**src/hw/rtl/setx_pkg.sv**
```systemverilog
// shared types and constants of the sprite entry tile expander
package setx_pkg;

  localparam int unsigned QUEUE_DEPTH = 4;

  localparam int unsigned CFG_INDEX_W = 3;
  localparam int unsigned CFG_DATA_W  = 8;

  localparam logic [8:0] FLIP_X_ORIGIN = 9'd368;
  localparam logic [8:0] FLIP_Y_ORIGIN = 9'd240;
  localparam logic [8:0] TILE_PITCH    = 9'd16;
  localparam logic [9:0] X_GUARD       = 10'd16;

  typedef enum logic [CFG_INDEX_W-1:0] {
    REG_SCREEN_FLIP    = 3'd0,
    REG_SCREEN_SHIFT   = 3'd1,
    REG_ANY_NONZERO    = 3'd2,
    REG_ENTRY_FLIP     = 3'd3,
    REG_PRIORITY_VALUE = 3'd4,
    REG_PRIORITY_MASK  = 3'd5
  } cfg_reg_t;

  typedef struct packed {
    logic [15:0]       tile;
    logic [15:0]       attr;
    logic signed [9:0] x;
    logic [8:0]        y;
    logic              flip;
    logic [3:0]        cols_m1;
    logic [3:0]        rows_m1;
    logic              mirror_x;
    logic              mirror_y;
  } cmd_t;

endpackage

```
**src/hw/rtl/setx_front.sv**
```systemverilog
// front end: configuration registers, entry visibility test and position setup
module setx_front (
  input  logic                              clk,
  input  logic                              rst,
  input  logic                              cfg_we,
  input  logic [setx_pkg::CFG_INDEX_W-1:0]  cfg_index,
  input  logic [setx_pkg::CFG_DATA_W-1:0]   cfg_data,
  input  logic                              in_valid,
  output logic                              in_stall,
  input  logic [15:0]                       control_word,
  input  logic [15:0]                       size_word,
  input  logic [15:0]                       first_tile,
  input  logic [15:0]                       x_word,
  input  logic [15:0]                       y_word,
  input  logic [15:0]                       attr_word,
  input  logic                              q_full,
  output logic                              q_push,
  output setx_pkg::cmd_t                    q_cmd
);
  import setx_pkg::*;

  logic       screen_flipped;
  logic [6:0] screen_shift;
  logic       any_nonzero_enable;
  logic       entry_flip_enable;
  logic [7:0] priority_value;
  logic [7:0] priority_mask;

  logic       shown;
  logic       prio_ok;
  logic [8:0] sx;
  logic [8:0] sx_f;
  logic [8:0] rx9;

  always_ff @(posedge clk) begin
    if (rst) begin
      screen_flipped     <= 1'b0;
      screen_shift       <= '0;
      any_nonzero_enable <= 1'b0;
      entry_flip_enable  <= 1'b0;
      priority_value     <= '0;
      priority_mask      <= '0;
    end else if (cfg_we) begin
      unique case (cfg_index)
        REG_SCREEN_FLIP:    screen_flipped     <= cfg_data[0];
        REG_SCREEN_SHIFT:   screen_shift       <= cfg_data[6:0];
        REG_ANY_NONZERO:    any_nonzero_enable <= cfg_data[0];
        REG_ENTRY_FLIP:     entry_flip_enable  <= cfg_data[0];
        REG_PRIORITY_VALUE: priority_value     <= cfg_data;
        REG_PRIORITY_MASK:  priority_mask      <= cfg_data;
        default: ;
      endcase
    end
  end

  always_comb begin
    shown   = control_word[0] || (any_nonzero_enable && (control_word != 16'd0));
    prio_ok = ((attr_word[15:8] & priority_mask) == priority_value);
    sx      = x_word[8:0] + {2'b00, screen_shift};
    sx_f    = screen_flipped ? (FLIP_X_ORIGIN - sx) : sx;
    rx9     = sx_f + TILE_PITCH;

    q_cmd.tile     = first_tile;
    q_cmd.attr     = attr_word;
    q_cmd.x        = $signed({1'b0, rx9} - X_GUARD);
    q_cmd.y        = screen_flipped ? (FLIP_Y_ORIGIN - y_word[8:0]) : y_word[8:0];
    q_cmd.flip     = screen_flipped;
    q_cmd.cols_m1  = size_word[3:0];
    q_cmd.rows_m1  = size_word[7:4];
    q_cmd.mirror_x = entry_flip_enable ? (size_word[8] ^ screen_flipped) : screen_flipped;
    q_cmd.mirror_y = entry_flip_enable ? (size_word[9] ^ screen_flipped) : screen_flipped;
  end

  assign in_stall = q_full;
  assign q_push   = in_valid && !q_full && shown && prio_ok;

endmodule

```
**src/hw/rtl/setx_queue.sv**
```systemverilog
// short command queue between front end and row emitter
module setx_queue #(
  parameter int unsigned DEPTH = setx_pkg::QUEUE_DEPTH
) (
  input  logic           clk,
  input  logic           rst,
  input  logic           push,
  input  setx_pkg::cmd_t push_cmd,
  output logic           full,
  input  logic           pop,
  output logic           nonempty,
  output setx_pkg::cmd_t head
);
  import setx_pkg::*;

  localparam int unsigned PTR_W = (DEPTH > 1) ? $clog2(DEPTH) : 1;
  localparam int unsigned CNT_W = $clog2(DEPTH + 1);
  localparam logic [PTR_W-1:0] LAST_PTR = PTR_W'(DEPTH - 1);
  localparam logic [CNT_W-1:0] FULL_CNT = CNT_W'(DEPTH);

  cmd_t             slots [DEPTH];
  logic [PTR_W-1:0] wr_ptr;
  logic [PTR_W-1:0] rd_ptr;
  logic [CNT_W-1:0] count;
  logic             do_push;
  logic             do_pop;

  assign full     = (count == FULL_CNT);
  assign nonempty = (count != '0);
  assign head     = slots[rd_ptr];
  assign do_push  = push && !full;
  assign do_pop   = pop && nonempty;

  always_ff @(posedge clk) begin
    if (do_push) begin
      slots[wr_ptr] <= push_cmd;
    end
  end

  always_ff @(posedge clk) begin
    if (rst) begin
      wr_ptr <= '0;
      rd_ptr <= '0;
      count  <= '0;
    end else begin
      if (do_push) begin
        wr_ptr <= (wr_ptr == LAST_PTR) ? '0 : wr_ptr + 1'b1;
      end
      if (do_pop) begin
        rd_ptr <= (rd_ptr == LAST_PTR) ? '0 : rd_ptr + 1'b1;
      end
      if (do_push && !do_pop) begin
        count <= count + 1'b1;
      end else if (do_pop && !do_push) begin
        count <= count - 1'b1;
      end
    end
  end

endmodule

```
**src/hw/rtl/setx_back.sv**
```systemverilog
// back end: walks the rows of one command and drives the output register
module setx_back (
  input  logic              clk,
  input  logic              rst,
  input  logic              q_nonempty,
  input  setx_pkg::cmd_t    q_head,
  output logic              q_pop,
  output logic              out_valid,
  input  logic              out_stall,
  output logic [15:0]       row_tile,
  output logic [15:0]       colour,
  output logic signed [9:0] row_x,
  output logic [8:0]        row_y,
  output logic              step_negative,
  output logic [4:0]        tile_count,
  output logic              mirror_x,
  output logic              mirror_y,
  output logic              last
);
  import setx_pkg::*;

  cmd_t        cur;
  logic        busy;
  logic [3:0]  row;
  logic [15:0] tile_run;
  logic [8:0]  y_run;
  logic        advance;
  logic        finishing;
  logic [4:0]  cols;

  assign cols      = {1'b0, cur.cols_m1} + 5'd1;
  assign advance   = busy && (!out_valid || !out_stall);
  assign finishing = advance && (row == cur.rows_m1);
  assign q_pop     = q_nonempty && (!busy || finishing);

  always_ff @(posedge clk) begin
    if (rst) begin
      busy      <= 1'b0;
      out_valid <= 1'b0;
    end else begin
      if (q_pop) begin
        busy <= 1'b1;
      end else if (finishing) begin
        busy <= 1'b0;
      end
      if (advance) begin
        out_valid <= 1'b1;
      end else if (!out_stall) begin
        out_valid <= 1'b0;
      end
    end
  end

  always_ff @(posedge clk) begin
    if (q_pop) begin
      cur      <= q_head;
      tile_run <= q_head.tile;
      y_run    <= q_head.y;
      row      <= '0;
    end else if (advance) begin
      tile_run <= tile_run + {11'd0, cols};
      y_run    <= cur.flip ? (y_run - TILE_PITCH) : (y_run + TILE_PITCH);
      row      <= row + 4'd1;
    end
    if (advance) begin
      row_tile      <= tile_run;
      colour        <= cur.attr;
      row_x         <= cur.x;
      row_y         <= y_run;
      step_negative <= cur.flip;
      tile_count    <= cols;
      mirror_x      <= cur.mirror_x;
      mirror_y      <= cur.mirror_y;
      last          <= (row == cur.rows_m1);
    end
  end

endmodule

```
**src/hw/rtl/sprite_entry_tile_expander_unit.sv**
```systemverilog
// top level of the sprite entry tile expander
//
//   channel  handshake            payload
//   in       in_valid/in_stall    control_word size_word first_tile x_word y_word attr_word
//   out      out_valid/out_stall  row_tile colour row_x row_y step_negative tile_count
//                                 mirror_x mirror_y last
//   cfg      cfg_we               cfg_index cfg_data
//
// the row emitter gives one row transaction per cycle while out_stall is low, so an entry gives
// rows_m1+1 rows (1 to 16); a hidden entry is dropped by the front end and never queued
// entries pass through a QUEUE_DEPTH-deep queue; in_stall is high while it is full
// the first row passes the queue slot, the back end's command register and the output register
// rst clears the configuration registers, the queue and the output valid
module sprite_entry_tile_expander_unit #(
  parameter int unsigned QUEUE_DEPTH = setx_pkg::QUEUE_DEPTH
) (
  input  logic                              clk,
  input  logic                              rst,
  input  logic                              cfg_we,
  input  logic [setx_pkg::CFG_INDEX_W-1:0]  cfg_index,
  input  logic [setx_pkg::CFG_DATA_W-1:0]   cfg_data,
  input  logic                              in_valid,
  output logic                              in_stall,
  input  logic [15:0]                       control_word,
  input  logic [15:0]                       size_word,
  input  logic [15:0]                       first_tile,
  input  logic [15:0]                       x_word,
  input  logic [15:0]                       y_word,
  input  logic [15:0]                       attr_word,
  output logic                              out_valid,
  input  logic                              out_stall,
  output logic [15:0]                       row_tile,
  output logic [15:0]                       colour,
  output logic signed [9:0]                 row_x,
  output logic [8:0]                        row_y,
  output logic                              step_negative,
  output logic [4:0]                        tile_count,
  output logic                              mirror_x,
  output logic                              mirror_y,
  output logic                              last
);
  import setx_pkg::*;

  logic q_full;
  logic q_push;
  logic q_pop;
  logic q_nonempty;
  cmd_t q_cmd;
  cmd_t q_head;

  setx_front u_front (
    .clk          (clk),
    .rst          (rst),
    .cfg_we       (cfg_we),
    .cfg_index    (cfg_index),
    .cfg_data     (cfg_data),
    .in_valid     (in_valid),
    .in_stall     (in_stall),
    .control_word (control_word),
    .size_word    (size_word),
    .first_tile   (first_tile),
    .x_word       (x_word),
    .y_word       (y_word),
    .attr_word    (attr_word),
    .q_full       (q_full),
    .q_push       (q_push),
    .q_cmd        (q_cmd)
  );

  setx_queue #(
    .DEPTH (QUEUE_DEPTH)
  ) u_queue (
    .clk      (clk),
    .rst      (rst),
    .push     (q_push),
    .push_cmd (q_cmd),
    .full     (q_full),
    .pop      (q_pop),
    .nonempty (q_nonempty),
    .head     (q_head)
  );

  setx_back u_back (
    .clk           (clk),
    .rst           (rst),
    .q_nonempty    (q_nonempty),
    .q_head        (q_head),
    .q_pop         (q_pop),
    .out_valid     (out_valid),
    .out_stall     (out_stall),
    .row_tile      (row_tile),
    .colour        (colour),
    .row_x         (row_x),
    .row_y         (row_y),
    .step_negative (step_negative),
    .tile_count    (tile_count),
    .mirror_x      (mirror_x),
    .mirror_y      (mirror_y),
    .last          (last)
  );

endmodule
```
**config.mk**
```make
export PLATFORM = sky130hd
export DESIGN_NAME = sprite_entry_tile_expander_unit
export DESIGN_NICKNAME = d
export VERILOG_FILES = /design/src/hw/rtl/setx_pkg.sv /design/src/hw/rtl/setx_front.sv /design/src/hw/rtl/setx_queue.sv /design/src/hw/rtl/setx_back.sv /design/src/hw/rtl/sprite_entry_tile_expander_unit.sv
export SDC_FILE = /design/constraint.sdc
export NUM_CORES = 1
export LEC_CHECK = 0
export BUFFER_PORTS_ARGS = -buffer_cell sky130_fd_sc_hd__buf_4
export CAP_MARGIN = 0
export CORE_MARGIN = 1
export CORE_UTILIZATION = 30
export CTS_CLUSTER_DIAMETER = 100
export DETAILED_ROUTE_END_ITERATION = 10
export PLACE_DENSITY_LB_ADDON = 0.2
export SLEW_MARGIN = 5
export SYNTH_ARGS = -nofsm -noshare
export SYNTH_HDL_FRONTEND = slang
export SYNTH_SLANG_ARGS = --single-unit
```
**constraint.sdc**
```tcl
create_clock -name clk -period 4.7 [get_ports clk]
set_clock_uncertainty 0.05 [all_clocks]
set_input_delay 1.175 -clock clk [delete_from_list [all_inputs] [get_ports clk]]
set_output_delay 1.175 -clock clk [all_outputs]
set_load 0.02 [all_outputs]
```
# Word level (Yosys, flattened, before mapping)
# Memory sizes are Yosys's and may differ from the RTL's. A register that Yosys moved wholly into a read port is not among the register bits.
# Index checks and enable logic that the tools add are counted.
# totals
elab_cells	112
reg_bits	161
rom_bits	0
n_memories	1
input_bits	112
ram_bits	248
latch_bits	0
# classes
mul	0
order_cmp	0
eq_ne	11
addsub	14
n_bitwise	3
n_div	0
shift	0
reduce_logical	32
n_mux	21
# mem_list
memory	depth	width	rd	rd_clocked_by_memory_dff	wr	line_no	rtl
u_queue.slots	4	62	1	1	1	setx_queue.sv:21	cmd_t slots [DEPTH];
# op_table
operator	n
9-bit 2-to-1 mux	5
16-bit 2-to-1 mux	2
9-bit by 5-bit adder with 9-bit output (second input constant)	2
16-bit by 5-bit adder with 16-bit output	1
16-bit nonzero test	1
2-bit AND reduction	6
1-bit logical AND	11
9-bit by 5-bit subtractor with 10-bit output (second input constant)	1
9-bit by 7-bit adder with 9-bit output	1
3-bit == test (second input constant)	3
8-bit by 9-bit subtractor with 9-bit output (first input constant)	1
9-bit by 5-bit subtractor with 9-bit output (second input constant)	1
9-bit subtractor (first input constant)	1
8-bit AND	1
8-bit == test	1
1-bit 2-to-1 mux	8
2-bit 2-to-1 mux	4
3-bit by 2-bit == test with 1-bit output (second input constant)	2
1-bit zero test	6
3-bit 2-to-1 mux	2
2-bit nonzero test	3
4-bit by 1-bit adder with 5-bit output (second input constant)	1
2-bit by 1-bit adder with 2-bit output (second input constant)	2
4-bit by 1-bit adder with 4-bit output (second input constant)	1
10 further kinds	14

# Depth between registers and ports, before layout
# depth
depth_word	10
depth_mapped	13

# Cells and area by module
# From an unflattened synthesis, not the netlist that was laid out.
# unflattened
cells_unflattened	948
hier_area_um2	16554.6
# by_module_without_submodules
mod	instances	area_per_inst_um2	seq_area_each_um2	cells_each
setx_queue	1	9447.8	7627.3	374
setx_back	1	4830.9	3783.6	279
setx_front	1	2275.9	520.5	295

# Worst setup path after synthesis
# No wires, ideal clock.
# synth_path
kind	input -> register
startpoint	input port attr_word[8]
endpoint	memory u_queue.slots[1][0] in the netlist's numbering (enable)
t_arrival_ns	3.958
setup_time_ns	0.426
path_stages	6
t_required_ns	4.224
slack_ns	0.265
path_buffers	0
path_cell_list	nand2_1 xor2_1 nand4_1 or4b_2 nor3_2 and2_1
# synth_between
elab_chain_len	6
# synth_rtl
item	line_no	rtl
from (decl)	sprite_entry_tile_expander_unit.sv:29	input logic [15:0] attr_word,
8-bit AND	setx_front.sv:58	prio_ok = ((attr_word[15:8] & priority_mask) == priority_value);
8-bit == test	setx_front.sv:58	
1-bit logical AND	setx_front.sv:75	assign q_push = in_valid && !q_full && shown && prio_ok;
1-bit logical AND	setx_queue.sv:31	assign do_push = push && !full;
net u_queue.do_push	setx_queue.sv:25	logic do_push;
1-bit 2-to-1 mux	setx_queue.sv:35	if (do_push) begin
1-bit 2-to-1 mux (not written as such)	setx_queue.sv:36	slots[wr_ptr] <= push_cmd;
to (decl)	setx_queue.sv:21	
# The timed path passes the listed nets, and every way through them passes these cells.

==> impl_metrics.tcl <==
set metrics [dict create \
    ctsHoldBuffers 0 \
    first_pass_iters 8 \
    met3_wirelength_um 1690 \
    ios 174 \
    ir_drop_mv 0.2720 \
    cp_data_arrival_time_ns 4.06 \
    seq_area_frac_synth_pct 74.18 \
    die_area_um2 54540 \
    synthDistinctLibCells 55 \
    drt_wl_total_um 33390 \
    die_w_um 233.5 \
    dp.cells 1730 \
    grt_pass1_wl_um 50870 \
    critical_path_buf_inv_count 1 \
    fin_util_pct 37.40 \
    slowest_delay_ns 0.41 \
    p_leak_nw 6.751 \
    routedWlPerCell_um 18.37 \
    worst_slew_pin_slew_ns 0.7852 \
    dpl_worst_slack_ns 0.3759 \
    slew_violations 0 \
    layout_commonest_cell "edfxtp_1" \
    ys_ff_latch 411 \
    track_usage_pct 12.49 \
    syn_area_per_cell_um2 17.85 \
    path_cells "buf_4, ha_1, fa_1, a21o_1, a21oi_1, xnor2_2, o21ai_1, and2_1, xor2_1, ha_1, and2_1, o21ai_0, xor2_1" \
    cap_viol_max_count 0 \
    ys_warn_count 0 \
    fillers 5003 \
    syn_nets 1044 \
    antenna_found_initial 0 \
    fin_ws_ns 0.9399 \
    cts-buffers-inserted 47 \
    via_count 8137 \
    drive_gt1_share_pct 29.05 \
    htree_levels 2 \
    routed.top_layer "met4" \
    setup_viol 0 \
    outcome "finished with violations" \
    hold_ws_ns 0.3476 \
    synth_edf_count 370 \
    hold_viol 0 \
    clkLatencyLatePin_ns 0.58 \
    wl_met1_um 14440 \
    rsz0062_at_grt "false" \
    first_iter_violations 386 \
    cts_tree "yes" \
    slew_headroom_pct 47.65 \
    cts_sinks 411 \
    cts_root_buffer "clkbuf_16" \
    p_per_area_nw_per_um2 584.9 \
    layout.nets 1234 \
    overflow 0 \
    period_needed_ns 3.760 \
    hp-class "reg2reg" \
    synthFlopType "edfxtp_1" \
    grt_max_degree 55 \
    row_count 84 \
    final_cells 1817 \
    path_class "in2reg" \
    ant_nets 0 \
    power.total_mw 11.54 \
    final_cell_mix "370 x edfxtp_1, 165 x buf_4, 76 x nand2_1" \
    crit_family "adder cells" \
    crit_path_end_kind "flip-flop" \
    place.gp.congestion 0.7364 \
    crit_cells 13 \
    failed_checks "DRC" \
    core_area_um2 52760 \
    ys_async_sr_fraction_pct 0 \
    max_clock_freq_mhz 266.0 \
    viasPerCell 4.478 \
    cts-resized-gates 0 \
    synth_cells 901 \
    fp.dieH_um 233.5 \
    clockBufferDepth 3 \
    design_area_um2 19730 \
    placed_area_um2 18200 \
    cts_setup_buffers 0 \
    dr_wl_met2_um 16600 \
    start_util_pct 30.49 \
    path_clk_slew_ns 0.06 \
    holdPathStages 0 \
    crit_path_start_kind "input port" \
    reg2reg_depth 12 \
    grt_pass1_vias 8554 \
    area_delta_synth_final_pct 22.68 \
    drc_errors 30 \
    num_antenna_cells 0 \
    setup-tns-final_ns 0 \
    fin_crit_sh_pct 80.00 \
    syn_area_um2 16080 \
    path_max_fanout 4 \
    io_buffers 153 \
    required_ns 5.00 \
    place_hpwl_um 20860 \
    cp_slowest_cell "fa_1" \
]
-- cells by family after synthesis --
logic type      Yosys count  share of synthesized area, %
compound gates           87                         3.384
xor+xnor                 63                         3.664
fa+ha+maj                31                         2.598
buf+inv                  49                         1.206
flops                   411                         74.18
mux                      76                         9.553
simple gates            184                         5.414
-- final timing paths --
check,start,end,slack [ns]
max,x_word[0],u_queue.slots[0][27]$_DFFE_PP_,0.94
min,u_back.cur[1]$_DFFE_PP_,u_back.mirror_x$_DFFE_PP_,0.35
max reg2reg,u_front.screen_shift[0]$_SDFFE_PP0P_,u_queue.slots[0][27]$_DFFE_PP_,1.35
min reg2reg,u_back.cur[1]$_DFFE_PP_,u_back.mirror_x$_DFFE_PP_,0.35
-- per-layer routing --
metal  global-route usage (%)  vias to the layer above
met5                        0                        -
met4                    4.099                        0
met3                    2.832                       58
met2                    21.20                      162
met1                    15.68                     4059
li1                         -                     3858
-- synthesized netlist by cell type, types with 2 or more instances --
| master | instances | area (µm²) |
|---|---|---|
| and2_1 | 12 | 75.07 |
| ha_1 | 27 | 337.8 |
| a211oi_2 | 2 | 25.02 |
| a31oi_1 | 2 | 12.51 |
| o31ai_1 | 2 | 15.01 |
| nor2_1 | 43 | 161.4 |
| nand2b_1 | 2 | 12.51 |
| xor2_1 | 30 | 262.8 |
| edfxtp_1 | 370 | 11110 |
| buf_1 | 8 | 30.03 |
| xnor2_2 | 3 | 48.80 |
| mux4_2 | 62 | 1396 |
| o21ai_0 | 23 | 115.1 |
| nor3_2 | 2 | 20.02 |
| fa_1 | 4 | 80.08 |
| nand3b_1 | 2 | 15.01 |
| nor4_1 | 5 | 31.28 |
| buf_2 | 2 | 10.01 |
| inv_1 | 19 | 71.32 |
| nand4_1 | 3 | 18.77 |
| a21o_1 | 7 | 52.55 |
| nand3_1 | 11 | 55.05 |
| mux2i_1 | 14 | 140.1 |
| xor2_2 | 2 | 32.53 |
| nand2_1 | 76 | 285.3 |
| nand4b_1 | 4 | 35.03 |
| and3_1 | 5 | 31.28 |
| xnor2_1 | 28 | 245.2 |
| dfxtp_1 | 41 | 820.8 |
| clkbuf_1 | 19 | 71.32 |
| nor2b_1 | 3 | 18.77 |
| nor3_1 | 4 | 20.02 |
| o21bai_1 | 2 | 15.01 |
| nor3b_1 | 4 | 30.03 |
| a21oi_1 | 38 | 190.2 |
-- area by class of cell --
cell class                      instances  area (µm²)  share of cell area (%)
Timing Repair Buffer                  171        1359                   6.886
Clock inverter                         28       277.8                   1.408
Tap cell                              688       860.8                   4.362
Inverter                               19       72.57                  0.3678
Sequential cell                       411       11940                   60.50
Clock buffer                           59        1252                   6.347
Multi-Input combinational cell        441        3971                   20.13
-- worst register-to-register path, stage by stage, from the launching register on --
cell,delay (ns)
dfxtp_1,0.32
ha_1,0.23
fa_1,0.41
a21o_1,0.20
a21oi_1,0.24
xnor2_2,0.18
o21ai_1,0.14
and2_1,0.23
xor2_1,0.18
ha_1,0.23
and2_1,0.18
o21ai_0,0.24
xor2_1,0.31
-- sequential cells by signal (all words and copies together) (netlist names), 9 cells and up, named ones only --
signal and flops:
u_back.colour 16, u_back.cur 37, u_back.row_tile 16, u_back.row_x 10, u_back.row_y 9, u_back.tile_run 16
u_back.y_run 9, u_queue.slots 248
-- power by group --
group | internal (mW) | total (mW) | switching, mW
clock | 2.16 | 3.63 | 1.46
sequential | 4.96 | 5.34 | 0.380
combinational | 1.10 | 2.57 | 1.47
total | 8.23 | 11.5 | 3.31
Note: power is estimated with default switching activity, not from simulation.
